### config.mk
export PLATFORM = sky130hd
export DESIGN_NAME = line_pixel_stepper_flat
export DESIGN_NICKNAME = d
export VERILOG_FILES = /design/src/rtl/core/lps_pkg.sv /design/src/rtl/core/lps_if.sv /design/src/rtl/core/lps_advance.sv /design/src/rtl/core/line_pixel_stepper.sv /design/src/flat_wrapper.sv
export SDC_FILE = /design/constraint.sdc
export NUM_CORES = 1
export LEC_CHECK = 0
export BUFFER_PORTS_ARGS = -buffer_cell sky130_fd_sc_hd__buf_2
export CAP_MARGIN = 20
export CORE_ASPECT_RATIO = 0.8
export CORE_MARGIN = 2
export CORE_UTILIZATION = 35
export DETAILED_ROUTE_END_ITERATION = 12
export PLACE_DENSITY = 0.6
export SLEW_MARGIN = 20
export SYNTH_ARGS = -nofsm -noshare
export SYNTH_HDL_FRONTEND = slang
export SYNTH_HIERARCHICAL = 1
export SYNTH_SLANG_ARGS = --single-unit
### constraint.sdc
create_clock -name i_clk -period 6.5 [get_ports i_clk]
set_input_delay 1.3 -clock i_clk [delete_from_list [all_inputs] [get_ports i_clk]]
set_output_delay 1.3 -clock i_clk [all_outputs]
set_load 0.005 [all_outputs]
### src/rtl/core/lps_pkg.sv
package lps_pkg;

    localparam int COORD_WIDTH_DEF = 10;

    typedef enum logic {
        CMD_LOAD    = 1'b0,
        CMD_ADVANCE = 1'b1
    } t_cmd;

    typedef struct packed {
        logic dir_x_negative;
        logic dir_y_negative;
        logic major_is_y;
        logic axis_aligned;
    } t_line_flags;

endpackage

### src/rtl/core/lps_if.sv
interface lps_cmd_if
    import lps_pkg::*;
#(
    parameter int COORD_WIDTH = COORD_WIDTH_DEF
);
    logic                   valid;
    logic                   ready;
    logic                   cmd;
    logic [COORD_WIDTH-1:0] start_x;
    logic [COORD_WIDTH-1:0] start_y;
    logic [COORD_WIDTH-1:0] end_x;
    logic [COORD_WIDTH-1:0] end_y;

    modport source (output valid, cmd, start_x, start_y, end_x, end_y, input ready);
    modport sink   (input valid, cmd, start_x, start_y, end_x, end_y, output ready);
endinterface

interface lps_pix_if
    import lps_pkg::*;
#(
    parameter int COORD_WIDTH = COORD_WIDTH_DEF
);
    logic                   valid;
    logic                   ready;
    logic [COORD_WIDTH-1:0] pixel_x;
    logic [COORD_WIDTH-1:0] pixel_y;
    logic                   last_pixel;

    modport source (output valid, pixel_x, pixel_y, last_pixel, input ready);
    modport sink   (input valid, pixel_x, pixel_y, last_pixel, output ready);
endinterface

### src/rtl/core/lps_advance.sv
module lps_advance
    import lps_pkg::*;
#(
    parameter int COORD_WIDTH = COORD_WIDTH_DEF
) (
    input  logic [COORD_WIDTH-1:0] i_cursor_x,
    input  logic [COORD_WIDTH-1:0] i_cursor_y,
    input  logic [COORD_WIDTH-1:0] i_target_x,
    input  logic [COORD_WIDTH-1:0] i_target_y,
    input  logic [COORD_WIDTH-1:0] i_minor_delta,
    input  logic [COORD_WIDTH-1:0] i_major_delta,
    input  logic [COORD_WIDTH:0]   i_error_acc,
    input  t_line_flags            i_flags,
    output logic [COORD_WIDTH-1:0] o_cursor_x,
    output logic [COORD_WIDTH-1:0] o_cursor_y,
    output logic [COORD_WIDTH:0]   o_error_acc,
    output logic [COORD_WIDTH-1:0] o_pixel_x,
    output logic [COORD_WIDTH-1:0] o_pixel_y,
    output logic                   o_last_pixel
);

    localparam logic [COORD_WIDTH-1:0] ONE = COORD_WIDTH'(1);

    logic [COORD_WIDTH-1:0] step_x;
    logic [COORD_WIDTH-1:0] step_y;
    logic [COORD_WIDTH:0]   acc_sum;
    logic                   minor_step;
    logic [COORD_WIDTH-1:0] pix_x;
    logic [COORD_WIDTH-1:0] pix_y;

    assign step_x = i_flags.dir_x_negative ? i_cursor_x - ONE : i_cursor_x + ONE;
    assign step_y = i_flags.dir_y_negative ? i_cursor_y - ONE : i_cursor_y + ONE;

    assign acc_sum    = i_error_acc + {1'b0, i_minor_delta};
    assign minor_step = acc_sum > {1'b0, i_major_delta};

    always_comb begin
        pix_x        = i_cursor_x;
        pix_y        = i_cursor_y;
        o_cursor_x   = i_cursor_x;
        o_cursor_y   = i_cursor_y;
        o_error_acc  = i_error_acc;
        o_last_pixel = 1'b0;
        if (i_flags.axis_aligned) begin
            o_last_pixel = (i_cursor_x == i_target_x) && (i_cursor_y == i_target_y);
            if (!o_last_pixel) begin
                if (i_cursor_x != i_target_x) begin
                    o_cursor_x = step_x;
                end
                if (i_cursor_y != i_target_y) begin
                    o_cursor_y = step_y;
                end
            end
        end else begin
            o_error_acc = minor_step ? acc_sum - {1'b0, i_major_delta} : acc_sum;
            if (i_flags.major_is_y) begin
                pix_x        = minor_step ? step_x : i_cursor_x;
                o_cursor_x   = pix_x;
                o_cursor_y   = step_y;
                o_last_pixel = step_y == i_target_y;
            end else begin
                pix_y        = minor_step ? step_y : i_cursor_y;
                o_cursor_y   = pix_y;
                o_cursor_x   = step_x;
                o_last_pixel = step_x == i_target_x;
            end
        end
    end

    assign o_pixel_x = pix_x;
    assign o_pixel_y = pix_y;

endmodule

### src/rtl/core/line_pixel_stepper.sv
// Line pixel stepper: walks the pixels of a straight line, one per advance item.
// Input channel i_cmd carries cmd plus both endpoints. A load item (cmd = 0)
// latches the endpoints and classifies the line; it yields no pixel. An
// advance item (cmd = 1) yields one pixel on o_pix while a line is open, and
// none when idle. Horizontal, vertical and single-point lines give every
// pixel including the end; others step the major axis and stop one short.
// last_pixel marks the final pixel, after which the block is idle again.
// Latency: a pixel appears on o_pix the cycle after its advance item is taken.
// Throughput: one item per cycle while i_cmd.ready is high; each step is an add,
// compare and +/-1 on the cursor registers; the next item uses the new cursor.
// Stall: o_pix is a single output register; i_cmd.ready drops only while that
// register holds a pixel that the receiver has not taken.
// Reset (i_rst_n low, synchronous): idle, no pixel pending, all but pixel data zero.
module line_pixel_stepper
    import lps_pkg::*;
#(
    parameter int COORD_WIDTH = COORD_WIDTH_DEF
) (
    input  logic      i_clk,
    input  logic      i_rst_n,
    lps_cmd_if.sink   i_cmd,
    lps_pix_if.source o_pix
);

    logic [COORD_WIDTH-1:0] r_cursor_x,    n_cursor_x;
    logic [COORD_WIDTH-1:0] r_cursor_y,    n_cursor_y;
    logic [COORD_WIDTH-1:0] r_target_x;
    logic [COORD_WIDTH-1:0] r_target_y;
    logic [COORD_WIDTH-1:0] r_minor_delta;
    logic [COORD_WIDTH-1:0] r_major_delta;
    logic [COORD_WIDTH:0]   r_error_acc,   n_error_acc;
    t_line_flags            r_flags;
    logic                   r_busy;
    logic                   r_out_valid;
    logic [COORD_WIDTH-1:0] r_pixel_x,     n_pixel_x;
    logic [COORD_WIDTH-1:0] r_pixel_y,     n_pixel_y;
    logic                   r_last_pixel,  n_last_pixel;

    logic                   accept;
    logic                   advance_fire;
    logic [COORD_WIDTH-1:0] adx;
    logic [COORD_WIDTH-1:0] ady;
    logic                   ld_major_is_y;

    assign i_cmd.ready  = !r_out_valid || o_pix.ready;
    assign accept       = i_cmd.valid && i_cmd.ready;
    assign advance_fire = accept && (t_cmd'(i_cmd.cmd) == CMD_ADVANCE) && r_busy;

    assign adx = (i_cmd.end_x >= i_cmd.start_x) ? i_cmd.end_x - i_cmd.start_x
                                                : i_cmd.start_x - i_cmd.end_x;
    assign ady = (i_cmd.end_y >= i_cmd.start_y) ? i_cmd.end_y - i_cmd.start_y
                                                : i_cmd.start_y - i_cmd.end_y;
    assign ld_major_is_y = ady > adx;

    lps_advance #(
        .COORD_WIDTH (COORD_WIDTH)
    ) u_advance (
        .i_cursor_x    (r_cursor_x),
        .i_cursor_y    (r_cursor_y),
        .i_target_x    (r_target_x),
        .i_target_y    (r_target_y),
        .i_minor_delta (r_minor_delta),
        .i_major_delta (r_major_delta),
        .i_error_acc   (r_error_acc),
        .i_flags       (r_flags),
        .o_cursor_x    (n_cursor_x),
        .o_cursor_y    (n_cursor_y),
        .o_error_acc   (n_error_acc),
        .o_pixel_x     (n_pixel_x),
        .o_pixel_y     (n_pixel_y),
        .o_last_pixel  (n_last_pixel)
    );

    always_ff @(posedge i_clk) begin
        if (!i_rst_n) begin
            r_cursor_x    <= '0;
            r_cursor_y    <= '0;
            r_target_x    <= '0;
            r_target_y    <= '0;
            r_minor_delta <= '0;
            r_major_delta <= '0;
            r_error_acc   <= '0;
            r_flags       <= '0;
            r_busy        <= 1'b0;
            r_out_valid   <= 1'b0;
        end else begin
            r_out_valid <= advance_fire || (r_out_valid && !o_pix.ready);
            if (accept) begin
                if (t_cmd'(i_cmd.cmd) == CMD_LOAD) begin
                    r_cursor_x             <= i_cmd.start_x;
                    r_cursor_y             <= i_cmd.start_y;
                    r_target_x             <= i_cmd.end_x;
                    r_target_y             <= i_cmd.end_y;
                    r_flags.dir_x_negative <= i_cmd.end_x < i_cmd.start_x;
                    r_flags.dir_y_negative <= i_cmd.end_y < i_cmd.start_y;
                    r_flags.axis_aligned   <= (adx == '0) || (ady == '0);
                    r_flags.major_is_y     <= ld_major_is_y;
                    r_major_delta          <= ld_major_is_y ? ady : adx;
                    r_minor_delta          <= ld_major_is_y ? adx : ady;
                    r_error_acc            <= {1'b0, (ld_major_is_y ? adx : ady)};
                    r_busy                 <= 1'b1;
                end else if (r_busy) begin
                    r_cursor_x  <= n_cursor_x;
                    r_cursor_y  <= n_cursor_y;
                    r_error_acc <= n_error_acc;
                    r_busy      <= !n_last_pixel;
                end
            end
        end
    end

    always_ff @(posedge i_clk) begin
        if (advance_fire) begin
            r_pixel_x    <= n_pixel_x;
            r_pixel_y    <= n_pixel_y;
            r_last_pixel <= n_last_pixel;
        end
    end

    assign o_pix.valid      = r_out_valid;
    assign o_pix.pixel_x    = r_pixel_x;
    assign o_pix.pixel_y    = r_pixel_y;
    assign o_pix.last_pixel = r_last_pixel;

endmodule
### src/flat_wrapper.sv
// flat-port wrapper written by rule: the top's interface ports become plain ports
module line_pixel_stepper_flat import lps_pkg::*;
#(
    parameter int COORD_WIDTH = COORD_WIDTH_DEF
)
  (i_clk, i_rst_n, i_cmd_valid, i_cmd_cmd, i_cmd_start_x, i_cmd_start_y, i_cmd_end_x, i_cmd_end_y, i_cmd_ready, o_pix_valid, o_pix_pixel_x, o_pix_pixel_y, o_pix_last_pixel, o_pix_ready);
  lps_cmd_if #(.COORD_WIDTH(COORD_WIDTH)) i_cmd_i ();
  lps_pix_if #(.COORD_WIDTH(COORD_WIDTH)) o_pix_i ();
  input  logic i_clk;
  input  logic i_rst_n;
  input wire logic [$bits(i_cmd_i.valid)-1:0] i_cmd_valid;
  input wire logic [$bits(i_cmd_i.cmd)-1:0] i_cmd_cmd;
  input wire logic [$bits(i_cmd_i.start_x)-1:0] i_cmd_start_x;
  input wire logic [$bits(i_cmd_i.start_y)-1:0] i_cmd_start_y;
  input wire logic [$bits(i_cmd_i.end_x)-1:0] i_cmd_end_x;
  input wire logic [$bits(i_cmd_i.end_y)-1:0] i_cmd_end_y;
  output wire logic [$bits(i_cmd_i.ready)-1:0] i_cmd_ready;
  output wire logic [$bits(o_pix_i.valid)-1:0] o_pix_valid;
  output wire logic [$bits(o_pix_i.pixel_x)-1:0] o_pix_pixel_x;
  output wire logic [$bits(o_pix_i.pixel_y)-1:0] o_pix_pixel_y;
  output wire logic [$bits(o_pix_i.last_pixel)-1:0] o_pix_last_pixel;
  input wire logic [$bits(o_pix_i.ready)-1:0] o_pix_ready;
  assign i_cmd_i.valid = i_cmd_valid;
  assign i_cmd_i.cmd = i_cmd_cmd;
  assign i_cmd_i.start_x = i_cmd_start_x;
  assign i_cmd_i.start_y = i_cmd_start_y;
  assign i_cmd_i.end_x = i_cmd_end_x;
  assign i_cmd_i.end_y = i_cmd_end_y;
  assign i_cmd_ready = i_cmd_i.ready;
  assign o_pix_valid = o_pix_i.valid;
  assign o_pix_pixel_x = o_pix_i.pixel_x;
  assign o_pix_pixel_y = o_pix_i.pixel_y;
  assign o_pix_last_pixel = o_pix_i.last_pixel;
  assign o_pix_i.ready = o_pix_ready;
  line_pixel_stepper #(.COORD_WIDTH(COORD_WIDTH)) u_core (.i_clk(i_clk), .i_rst_n(i_rst_n), .i_cmd(i_cmd_i), .o_pix(o_pix_i));
endmodule
==> metrics.cfg <==
[outcome]
status=complete, no violations

[yosys]
netlist_area_um2=8777
syn_inst=1070
synth_edf_count=21
synth_flop_cell=dfxtp_1
synth.top_cell.area_share_pct=17.56
ys_ff_latch=98
synth.most_common_cell=nand2_1
synth_area_leaders=dfxtp_1 18%, ha_1 12%, edfxtp_1 7.2%, xnor2_1 6.0%, a21oi_1 5.4%
synth_area_leader_cell=dfxtp_1
ys_warn_count=6
syn_area_per_cell_um2=8.203
ys_seq_area_share_pct=24.75
netlist_top_cells_count=126 x nand2_1, 95 x a21oi_1, 85 x inv_1, 84 x ha_1, 77 x dfxtp_1
yosysUniqueCellTypes=82
async_reset_ff_share_pct=0
syn-num-nets=1207

[global_routing]
antenna_found_initial=0
grt_pass1_wl_um=39090
grtUsageTotal_pct=18.26
grt_pass1_vias=7342
overflow=0
grt_max_degree=66

[setup_path]
cp.arrival_ps=5880
crit_slowest_cell=a211oi_2
crit_path_cell_trace=buf_2 -> inv_1 -> ha_1 -> inv_1 -> fa_1 -> a21o_1 -> a221o_1 -> a211oi_2 -> buf_4 -> mux2i_1 -> xor2_1 -> ha_1 -> a21o_1 -> a21o_1 -> a211oi_1 -> o211a_1 -> nor2_2 -> buf_4 -> buf_4 -> mux2i_1 -> o22ai_1 -> a21oi_1
cp-end-kind=flip-flop
cp.required_ps=6790
cpPeakStageDelay_ps=460
crit_path_start_kind=input port
startpoint=i_cmd_end_x[0]
cp_max_fo=15
worst_r2r_startpoint=u_core/r_minor_delta[0]$_SDFFE_PN0P_
critPathKind=in -> reg

[clock_network]
clock-sinks=98
clock_path_buffers=2
clk_latency_ps=360
cts_max_level=3
cts_buffers=9
cts_root_buf=clkbuf_16
cts_hold_buf=0
cts_tree=done
cts_setup_buffers=0
ctsResizeCount=0
clkTransAtPathRegs_ps=70

[floorplanning]
initial_utilization_pct=35.82
die-area_um2=26370
row_count=51
die_y_um=145.6
die_x_um=181.1
io_pins=68
core_um2=24500

[timing]
slew_headroom_pct=31.68
min_period_ps=5587
finalSetupViolCount=0
fin_skew_ps=9.953
fin_crit_sh_pct=85.96
fmax_mhz=179.0
tightest_slew_ps=1025
rsz0062_at_grt=false
fin_setup_tns_ps=0
hold_viol=0
drv_slew=0

[layout]
nFillCells=2557
areaGrowthSynthToFinish_pct=10.09
nNetsFinal=1248
drive_above_1_share_pct=13.17
n_antenna_cell=0
fin_util_pct=39.44

[pwr]
p_per_area_nw_per_um2=273.2
p_leak_nw=4.144
ir_drop_v=0.0001204

[job]
maxCapViolCount=0

[placement]
port_buffers=67
gp_congestion=0.9276
place_hpwl_um=18430

[hold_path]
hold_start=u_core/r_major_delta[1]$_SDFFE_PN0P_
min_path_type=reg -> reg

[drt]
viasPerCell=5.425
routed_wl_um=24070
num_vias=7779
avgRoutedWirePerCell_um=16.79
drc_errors=0
first_pass_iters=5
drtIter0Drc=603
ant_nets=0

placed cells by master, fill, tap and decap left out, types with 4 or more instances in the layout:
cell type  count
nand2_1      126
a21oi_1       94
inv_1         85
ha_1          84
dfxtp_1       77
buf_2         67
nor2_1        67
xnor2_1       60
o21ai_0       49
mux2i_1       33
o211ai_1      29
nor3_1        28
xor2_1        27
mux2_2        27
nand3_1       21
edfxtp_1      21
a211oi_1      12
a21o_1        12
mux2_1        12
buf_4         11
nand4_1       10
clkbuf_16      9
nor4_1         9
a31oi_1        9
nand2b_1       9
o22ai_1        8
fa_1           8
o21bai_1       7
nor2b_1        7
o31ai_1        5
o211a_1        4
o21a_1         4
and3_1         4
a211o_1        4
nor3b_1        4
report_power, final:
group / internal [mW] / switching (mW)
Clock: 0.272 / 0.252
Combinational: 0.607 / 0.779
Sequential: 0.681 / 0.0492
cell families after synthesis:
kind of cell             share of synthesized area, %
AND/OR/NAND/NOR                                 16.59
buffers and inverters                           6.272
AO/OA/AOI/OAI                                   20.37
adder cells (fa/ha/maj)                         13.80
XOR/XNOR                                        9.195
multiplexers                                    9.024
flip-flops                                      24.75
layout make-up:
class	instances	area, µm²	share of cell area, %
multi-input cells	838	6072	62.84
flip-flops and latches	98	2172	22.48
repair buffers	78	417.9	4.325
well taps	318	397.9	4.118
inverters	86	322.8	3.341
clock buffers	11	242.7	2.512
clock inverters	5	37.54	0.3884
final timing paths:
check / slack [ps] / endpoint / cells after the start
max: 910 / u_core/r_error_acc[0]$_SDFFE_PN0P_ / 22
min reg2reg: 460 / u_core/r_major_delta[1]$_SDFFE_PN0P_ / 2
max reg2reg: 1670 / u_core/o_pix.pixel_x[8]$_DFFE_PP_ / 15
min: 460 / u_core/r_major_delta[1]$_SDFFE_PN0P_ / 2
flip-flops by register name (all words and copies together) (netlist names), 4 cells and up:
register,count
u_core/o_pix.pixel_y,10
u_core/r_flags,4
u_core/r_cursor_x,10
u_core/r_target_y,10
u_core/r_cursor_y,10
u_core/r_major_delta,10
u_core/o_pix.pixel_x,10
u_core/r_error_acc,11
u_core/r_target_x,10
u_core/r_minor_delta,10
metal layers:
layer	vias to the layer above	wire length, µm	global-route usage [%]
li1	3861	-	-
met1	3720	12800	27.76
met2	185	9979	26.88
met3	13	1121	3.378
met4	0	169	3.252
met5	-	0	0
stage by stage:
step	power [mW]	instance area, µm²	setup slack, ps	hold WS, ps	instances
after detailed placement	2.114	9383	575.7	450.8	1418
after CTS	2.651	9663	943.9	460.9	1434
after global placement	2.105	9383	669.4	445.2	1418
after global routing	2.838	9663	484.7	486.3	1434
final	2.640	9663	912.6	459.8	1434
after floorplan	1.822	8777	1075	431.9	1070
worst max-delay path, delay by kind of cell:
kind                     cells  cell delay, ps
buffers and inverters        6             830
multiplexers                 2             450
adder cells (fa/ha/maj)      3             860
AND/OR/NAND/NOR              1              50
XOR/XNOR                     1             330
AO/OA/AOI/OAI                9            2060
No activity file was read; power rests on OpenSTA's default activity.
